<file path="src/mmn_pkg.sv">
`timescale 1ns / 1ps
package mmn_pkg;

  localparam int SAMPLE_BITS = 16;
  localparam int LEVEL_BITS  = 8;
  localparam int REM_W       = SAMPLE_BITS + LEVEL_BITS;
  localparam int Q_DEPTH     = 4;
  localparam int Q_PTR_W     = $clog2(Q_DEPTH);
  localparam int Q_CNT_W     = $clog2(Q_DEPTH + 1);
  localparam int STEP_W      = $clog2(LEVEL_BITS);

  localparam logic signed [SAMPLE_BITS-1:0] SAMPLE_MAX = {1'b0, {(SAMPLE_BITS-1){1'b1}}};
  localparam logic signed [SAMPLE_BITS-1:0] SAMPLE_MIN = {1'b1, {(SAMPLE_BITS-1){1'b0}}};
  localparam logic [LEVEL_BITS-1:0] LEVEL_TOP = {LEVEL_BITS{1'b1}};

  typedef enum logic [1:0] {
    KIND_ZERO = 2'd0,
    KIND_TOP  = 2'd1,
    KIND_DIV  = 2'd2
  } conv_kind_t;

  typedef struct packed {
    logic                          mode;
    logic                          restart;
    logic signed [SAMPLE_BITS-1:0] sample;
    logic                          last_in;
  } in_item_t;

  typedef struct packed {
    logic [LEVEL_BITS-1:0] level;
    logic                  last_out;
  } out_item_t;

  typedef struct packed {
    conv_kind_t             kind;
    logic [SAMPLE_BITS-1:0] off;
    logic [SAMPLE_BITS-1:0] span;
    logic                   last;
  } job_t;

  typedef struct packed {
    logic full;
    logic empty;
  } q_status_t;

endpackage

</file>
<file path="src/mmn_front.sv">
`timescale 1ns / 1ps
module mmn_front (
  input  logic             clk,
  input  logic             rst_n,
  input  logic             in_valid,
  output logic             in_stall,
  input  mmn_pkg::in_item_t in_data,
  input  mmn_pkg::q_status_t q_status,
  output logic             q_push,
  output mmn_pkg::job_t    q_job
);
  import mmn_pkg::*;

  logic signed [SAMPLE_BITS-1:0] lowest_r, lowest_nxt;
  logic signed [SAMPLE_BITS-1:0] highest_r, highest_nxt;
  logic                          any_r, any_nxt;
  logic signed [SAMPLE_BITS-1:0] base_low, base_high;
  logic signed [SAMPLE_BITS:0]   span_wide, off_wide;
  logic                          accept;

  assign in_stall = q_status.full;
  assign accept   = in_valid && !in_stall;

  always_comb begin
    base_low    = in_data.restart ? SAMPLE_MAX : lowest_r;
    base_high   = in_data.restart ? SAMPLE_MIN : highest_r;
    lowest_nxt  = lowest_r;
    highest_nxt = highest_r;
    any_nxt     = any_r;
    if (accept && !in_data.mode) begin
      lowest_nxt  = (in_data.sample < base_low) ? in_data.sample : base_low;
      highest_nxt = (in_data.sample > base_high) ? in_data.sample : base_high;
      any_nxt     = 1'b1;
    end
  end

  always_comb begin
    span_wide  = {highest_r[SAMPLE_BITS-1], highest_r} - {lowest_r[SAMPLE_BITS-1], lowest_r};
    off_wide   = {in_data.sample[SAMPLE_BITS-1], in_data.sample}
               - {lowest_r[SAMPLE_BITS-1], lowest_r};
    q_job.span = span_wide[SAMPLE_BITS-1:0];
    q_job.off  = off_wide[SAMPLE_BITS-1:0];
    q_job.last = in_data.last_in;
    if (!any_r || highest_r <= lowest_r || in_data.sample <= lowest_r) begin
      q_job.kind = KIND_ZERO;
    end else if (in_data.sample >= highest_r) begin
      q_job.kind = KIND_TOP;
    end else begin
      q_job.kind = KIND_DIV;
    end
  end

  assign q_push = accept && in_data.mode;

  always_ff @(posedge clk) begin
    if (!rst_n) begin
      lowest_r  <= SAMPLE_MAX;
      highest_r <= SAMPLE_MIN;
      any_r     <= 1'b0;
    end else begin
      lowest_r  <= lowest_nxt;
      highest_r <= highest_nxt;
      any_r     <= any_nxt;
    end
  end

endmodule

</file>
<file path="src/mmn_queue.sv">
`timescale 1ns / 1ps
module mmn_queue (
  input  logic               clk,
  input  logic               rst_n,
  input  logic               push,
  input  mmn_pkg::job_t      push_job,
  input  logic               pop,
  output mmn_pkg::job_t      head_job,
  output mmn_pkg::q_status_t status
);
  import mmn_pkg::*;

  job_t               slot_r [Q_DEPTH];
  logic [Q_PTR_W-1:0] wr_ptr_r, wr_ptr_nxt;
  logic [Q_PTR_W-1:0] rd_ptr_r, rd_ptr_nxt;
  logic [Q_CNT_W-1:0] count_r, count_nxt;
  logic               do_push, do_pop;

  assign status.full  = (count_r == Q_CNT_W'(Q_DEPTH));
  assign status.empty = (count_r == '0);
  assign do_push      = push && !status.full;
  assign do_pop       = pop && !status.empty;
  assign head_job     = slot_r[rd_ptr_r];

  always_comb begin
    wr_ptr_nxt = do_push ? wr_ptr_r + 1'b1 : wr_ptr_r;
    rd_ptr_nxt = do_pop ? rd_ptr_r + 1'b1 : rd_ptr_r;
    count_nxt  = count_r;
    if (do_push && !do_pop) begin
      count_nxt = count_r + 1'b1;
    end else if (do_pop && !do_push) begin
      count_nxt = count_r - 1'b1;
    end
  end

  always_ff @(posedge clk) begin
    if (do_push) begin
      slot_r[wr_ptr_r] <= push_job;
    end
  end

  always_ff @(posedge clk) begin
    if (!rst_n) begin
      wr_ptr_r <= '0;
      rd_ptr_r <= '0;
      count_r  <= '0;
    end else begin
      wr_ptr_r <= wr_ptr_nxt;
      rd_ptr_r <= rd_ptr_nxt;
      count_r  <= count_nxt;
    end
  end

  a_count_bound: assert property (@(posedge clk) disable iff (!rst_n)
    count_r <= Q_CNT_W'(Q_DEPTH))
    else $error("queue count above depth");

  a_ptr_gap: assert property (@(posedge clk) disable iff (!rst_n)
    (count_r != Q_CNT_W'(Q_DEPTH) && count_r != '0) |-> (wr_ptr_r != rd_ptr_r))
    else $error("queue pointers disagree with count");

endmodule

</file>
<file path="src/mmn_back.sv">
`timescale 1ns / 1ps
module mmn_back (
  input  logic               clk,
  input  logic               rst_n,
  input  mmn_pkg::job_t      head_job,
  input  mmn_pkg::q_status_t q_status,
  output logic               q_pop,
  output logic               out_valid,
  input  logic               out_stall,
  output mmn_pkg::out_item_t out_data
);
  import mmn_pkg::*;

  typedef enum logic [2:0] {
    ST_IDLE = 3'b001,
    ST_DIV  = 3'b010,
    ST_OUT  = 3'b100
  } back_state_t;

  back_state_t           state_r, state_nxt;
  logic [REM_W-1:0]      rem_r, rem_nxt;
  logic [REM_W-1:0]      div_r, div_nxt;
  logic [LEVEL_BITS-1:0] quot_r, quot_nxt;
  logic [STEP_W-1:0]     step_r, step_nxt;
  logic                  last_r, last_nxt;
  logic [REM_W-1:0]      dividend;
  logic                  fits;

  assign dividend = {head_job.off, {LEVEL_BITS{1'b0}}} - REM_W'(head_job.off);
  assign fits     = (rem_r >= div_r);
  assign q_pop    = (state_r == ST_IDLE) && !q_status.empty;

  always_comb begin
    state_nxt = state_r;
    rem_nxt   = rem_r;
    div_nxt   = div_r;
    quot_nxt  = quot_r;
    step_nxt  = step_r;
    last_nxt  = last_r;
    case (state_r)
      ST_IDLE: begin
        if (!q_status.empty) begin
          last_nxt = head_job.last;
          rem_nxt  = dividend;
          div_nxt  = {{(REM_W-SAMPLE_BITS-LEVEL_BITS+1){1'b0}}, head_job.span,
                      {(LEVEL_BITS-1){1'b0}}};
          step_nxt = STEP_W'(LEVEL_BITS - 1);
          case (head_job.kind)
            KIND_DIV: begin
              quot_nxt  = '0;
              state_nxt = ST_DIV;
            end
            KIND_TOP: begin
              quot_nxt  = LEVEL_TOP;
              state_nxt = ST_OUT;
            end
            default: begin
              quot_nxt  = '0;
              state_nxt = ST_OUT;
            end
          endcase
        end
      end
      ST_DIV: begin
        rem_nxt  = fits ? rem_r - div_r : rem_r;
        div_nxt  = div_r >> 1;
        quot_nxt = {quot_r[LEVEL_BITS-2:0], fits};
        step_nxt = step_r - 1'b1;
        if (step_r == '0) begin
          state_nxt = ST_OUT;
        end
      end
      ST_OUT: begin
        if (!out_stall) begin
          state_nxt = ST_IDLE;
        end
      end
      default: begin
        state_nxt = ST_IDLE;
      end
    endcase
  end

  always_ff @(posedge clk) begin
    rem_r  <= rem_nxt;
    div_r  <= div_nxt;
    quot_r <= quot_nxt;
    step_r <= step_nxt;
    last_r <= last_nxt;
  end

  always_ff @(posedge clk) begin
    if (!rst_n) begin
      state_r <= ST_IDLE;
    end else begin
      state_r <= state_nxt;
    end
  end

  assign out_valid         = (state_r == ST_OUT);
  assign out_data.level    = quot_r;
  assign out_data.last_out = last_r;

  a_rem_below_double: assert property (@(posedge clk) disable iff (!rst_n)
    (state_r == ST_DIV) |-> (rem_r < (div_r << 1)))
    else $error("divider remainder out of range");

  a_pop_only_idle: assert property (@(posedge clk) disable iff (!rst_n)
    q_pop |=> (state_r == ST_DIV || state_r == ST_OUT))
    else $error("pop did not start a job");

  a_div_ends_in_out: assert property (@(posedge clk) disable iff (!rst_n)
    (state_r == ST_DIV && step_r == '0) |=> (state_r == ST_OUT))
    else $error("divide did not finish after last step");

endmodule

</file>
<file path="src/min_max_normalize_to_byte_top.sv">
`timescale 1ns / 1ps
// min/max normalization of signed samples to bytes
// input channel: in_valid / in_stall / in_data (mode, restart, sample, last_in)
// output channel: out_valid / out_stall / out_data (level, last_out)
// stream the volume once with mode 0 to gather the extrema (restart on the
// first item clears them), then again with mode 1 to get one byte per item
// scan items give no output and are accepted one per cycle, never stalled unless
// the job queue is full
// convert items go through a four-entry job queue to a serial restoring
// divider that makes one quotient bit per cycle: a dividing item passes
// through pop, 8 steps and output in the back end, a saturated or flat
// item through pop and output; the back end pops only while idle
// when out_stall is high the result holds and the back end waits; the front
// keeps accepting until the queue fills, then raises in_stall
// synchronous active-low reset clears the extrema to their empty values,
// empties the queue and drops out_valid
module min_max_normalize_to_byte_top (
  input  logic               clk,
  input  logic               rst_n,
  input  logic               in_valid,
  output logic               in_stall,
  input  mmn_pkg::in_item_t  in_data,
  output logic               out_valid,
  input  logic               out_stall,
  output mmn_pkg::out_item_t out_data
);
  import mmn_pkg::*;

  q_status_t q_status;
  logic      q_push;
  logic      q_pop;
  job_t      push_job;
  job_t      head_job;

  mmn_front u_front (
    .clk      (clk),
    .rst_n    (rst_n),
    .in_valid (in_valid),
    .in_stall (in_stall),
    .in_data  (in_data),
    .q_status (q_status),
    .q_push   (q_push),
    .q_job    (push_job)
  );

  mmn_queue u_queue (
    .clk      (clk),
    .rst_n    (rst_n),
    .push     (q_push),
    .push_job (push_job),
    .pop      (q_pop),
    .head_job (head_job),
    .status   (q_status)
  );

  mmn_back u_back (
    .clk       (clk),
    .rst_n     (rst_n),
    .head_job  (head_job),
    .q_status  (q_status),
    .q_pop     (q_pop),
    .out_valid (out_valid),
    .out_stall (out_stall),
    .out_data  (out_data)
  );

endmodule
</file>
<file path="config.mk">
export PLATFORM = sky130hd
export DESIGN_NAME = min_max_normalize_to_byte_top
export DESIGN_NICKNAME = d
export VERILOG_FILES = /design/src/mmn_pkg.sv /design/src/mmn_front.sv /design/src/mmn_queue.sv /design/src/mmn_back.sv /design/src/min_max_normalize_to_byte_top.sv
export SDC_FILE = /design/constraint.sdc
export NUM_CORES = 1
export LEC_CHECK = 0
export BUFFER_PORTS_ARGS = -buffer_cell sky130_fd_sc_hd__buf_2
export CORE_MARGIN = 4
export CORE_UTILIZATION = 25
export CTS_CLUSTER_DIAMETER = 100
export DETAILED_ROUTE_END_ITERATION = 6
export PLACE_DENSITY = 0.5
export SYNTH_ARGS = -nofsm -noshare
export SYNTH_HDL_FRONTEND = slang
export SYNTH_SLANG_ARGS = --single-unit
export TNS_END_PERCENT = 50
</file>
<file path="constraint.sdc">
create_clock -name clk -period 8.8 [get_ports clk]
set_clock_uncertainty 0.2 [all_clocks]
set_input_delay 1.76 -clock clk [delete_from_list [all_inputs] [get_ports clk]]
set_output_delay 1.76 -clock clk [all_outputs]
set_load 0.02 [all_outputs]
</file>
==> impl_results.md <==
* Prevailing post-synth register cell: edfxtp_1
* NetSw at roughly 1800 uW
* Synth warn at 0
* Cell mode on critical path: a21o_1
* Largest net degree at the start of global routing at 71
* Clock group share of total power at 0.251
* Mapped Area at ~0.014 mm^2
* Detailed-route vias per instance at approximately 4.6
* Mapped Cells at between 1000 and 1500
* Detailed placer's ending HPWL at ~24000 um
* Clock-pin slew on the worst setup and hold paths at approximately 0.060 ns
* Relative slew slack at 0.176
* Htree depth at 1
* Setup TNS at 0 ns
* R2R setup slack at around 4.6 ns
* Initial antenna violation count at 0
* Internal at approximately 3100 uW
* Ports at 34
* Seq/Total Area, Yosys at 0.489
* CP arrival at between 4 and 5 ns
* Setup crit end kind: flop
* RSZ-0062 raised after global routing: no
* WL per Instance at 16.3 um
* Status: finished clean
* Die width at approximately 250 um
* DRC viols at 0
* Worst hold start: u_front.any_r$_SDFFE_PN0P_
* Final non-filler cell total at approximately 2100
* Top cell type's share of synthesized area at 0.425
* Max clock buf depth at 3
* Share of cells above drive strength 1 at 0.108
* VDD IR max at approximately 0.18 mV
* Crit-path max FO at 33
* CTS Buf Count at 28
* Vias in the first global route at approximately 10000
* Crit path max-delay cell type: o211a_1
* Crit Path Category: in -> reg
* Final setup violating endpoints at 0
* Post-layout min period at approximately 4.3 ns
* CP Launch Type: input port
* Pre-CTS setup slack at roughly 3.9 ns
* Fmax at 0.232 GHz
* Die height at about 250 um
* R2R depth at 12
* Ranking of synthesized cells by area: edfxtp_1 (42%), ha_1 (10%), dfxtp_1 (6.4%), mux4_2 (5.1%), nand2_1 (2.9%)
* Combinational Power Share at 0.418
* Most common cell after layout, fill and taps aside: edfxtp_1
* Worst stage delay on the critical path at approximately 0.75 ns
* Starting Density at 0.254
* Pre-antenna DRT Iters at 5
* Post-Syn Nets at 1399
* MaxCap Viol Count at 0
* Final period utilization at 0.490
* Core Rows at 86
* Overall routed net length at 33500 um
* Clk_lat worst skew at ~0.55 ns
* Buffers on Ports at 33
* Worst path top cell family by delay: compound AO/OA/AOI/OAI gates
* First-pass GRT wire length at around 54000 um
* Hold Path Stages at 1
* Post-CTS Setup Bufs at 0
* P&R area growth vs syn at 14.4%
* Post-CTS Hold Buffers at 0
* Final #Nets at about 1400
* Number of routed nets with antenna violations at 0
* Sequential Power Share at 0.331
* Post-synth EDFFs at just under 200
* Routability cong. at roughly 0.86
* Pwr Density at approximately 310 mW/mm^2
* Synth async-reset ratio at 0
* Seq cells post-synth at between 200 and 250
* # clock sinks at ~240
* Worst-margin pin slew at approximately 1.2 ns
* Total GRT Usage at 0.111
* CORE AREA at between 0.05 and 0.06 mm^2
* Root Driver: clkbuf_16
* FF-to-FF End: u_back.rem_r[18]$_DFFE_PP_
* CTS tree: done
* Mapped Avg Cell Area at 11.2 um^2
* Min-Delay Endpoint: u_front.any_r$_SDFFE_PN0P_
* CTS resizes at 0
* Slew Viols, Final at 0
* Global route overflow at 0
* Worst Path Required at approximately 9 ns
* Leak pwr at slightly above 0.006 uW
* Vias at approximately 9500
* Cell taking the most area after synthesis: edfxtp_1
* Net Sw Frac at 0.362
* Initial drt markers at a little under 600
* Placed Instances at about 2000
* Final hold violation count at 0
* Buf+Inv Stages, Crit Path at 1
* Die area at about 0.06 mm^2
* Synth unique cells at 69
* Antenna Cells at 0
* Worst Hold Class: reg -> reg
* CP cell instances: buf_2 -> nand2b_1 -> ha_1 -> a21o_1 -> a21o_1 -> a21oi_1 -> o21a_1 -> o221ai_1 -> xnor2_1 -> o211a_1 -> mux2i_1
* Slack of the critical path at 4.49 ns
* Commonest non-fill, non-tap cells in the layout: edfxtp_1 (199), ha_1 (118), nand2_1 (107), nor2_1 (99), inv_1 (95)
## cells in the mapped netlist (28+ instances only)
master	count
dfxtp_1	45
nor2_1	100
nor2b_1	33
o21ai_0	48
mux2i_1	40
edfxtp_1	199
inv_1	95
a21o_1	28
nand2b_1	29
ha_1	118
xnor2_1	41
nand2_1	107
mux4_2	32
a21oi_1	70
clkbuf_1	29
## layer usage
layer	wire length, um	track usage	vias to the layer above
li1	-	-	4661
met1	16200	0.153	4633
met2	15400	0.182	126
met3	877	0.0147	57
met4	1100	0.0346	0
met5	0	0	-
## layout make-up
cell class	instances	area, um^2
fillers	5701	39300
flip-flops and latches	244	6880
multi-input cells	879	6710
well taps	748	936
clock buffers	40	797
inverters	95	357
repair buffers	41	225
clock inverters	12	189
## power by group through the flow
stage | clock, uW | sequential (uW) | combinational (uW)
after floorplan | 0 | 1670 | 1530
after global placement | 0 | 1660 | 2060
after detailed placement | 0 | 1660 | 2060
after CTS | 1280 | 1640 | 2080
after global routing | 1320 | 1660 | 2310
final | 1240 | 1630 | 2060
## sequential cells by signal (all words and copies together), names as in the netlist, named ones only
signal	cells
u_back.div_r	23
u_back.last_r	1
u_front.highest_r	16
u_back.state_r	3
u_queue.rd_ptr_r	2
u_queue.count_r	3
u_back.quot_r	8
u_back.rem_r	24
u_front.lowest_r	16
u_queue.wr_ptr_r	2
u_queue.slot_r	140
u_back.step_r	3
u_front.any_r	1
## per-stage QoR
step                total power (uW)   util  instance area [um^2]  hold WS, ns
floorplan                       3200      -                 14100        0.240
global route                    5290  0.290                 16100        0.298
detailed placement              3720  0.273                 15100        0.259
global placement                3710  0.273                 15100        0.253
finish                          4940  0.290                 16100        0.268
CTS                             4990  0.290                 16100        0.273
## logic make-up (layout without fill, tap and decap cells)
family                     after synthesis  count (layout)  synth area share
xor gates and xnor gates                64              64            0.0398
AOI/OAI and AO/OA                      245             245             0.111
adders and majority gates              122             122             0.111
buffers and inverters                  131             188            0.0366
muxes                                   75              75            0.0842
and+or+nand+nor                        373             373             0.129
DFF                                    244             244             0.489
## how the worst max path moves through the flow
stage | startpoint | to | slack [ns] | depth (start not counted)
floorplan | u_queue.count_r[0]$_SDFFE_PN0P_ | u_back.rem_r[0]$_DFFE_PP_ | 4.16 | 4
global placement | in_data[17] | u_front.highest_r[9]$_SDFFE_PN0P_ | 3.98 | 11
detailed placement | in_data[17] | u_front.highest_r[8]$_SDFFE_PN0P_ | 3.88 | 11
CTS | in_data[17] | u_front.highest_r[8]$_SDFFE_PN0P_ | 4.47 | 11
global route | in_data[17] | u_front.lowest_r[8]$_SDFFE_PN1P_ | 4.20 | 11
finish | in_data[17] | u_front.highest_r[8]$_SDFFE_PN0P_ | 4.49 | 11
## worst reg2reg max path, delay by kind of cell (launching register included)
kind | cells | cell delay (ns)
adder cells (fa/ha/maj) | 1 | 0.30
AND/OR/NAND/NOR | 2 | 0.51
AO/OA/AOI/OAI | 6 | 1.32
multiplexers | 1 | 0.72
flip-flops | 1 | 0.31
buffers and inverters | 2 | 0.73
Power figures use the tool's default switching activity.
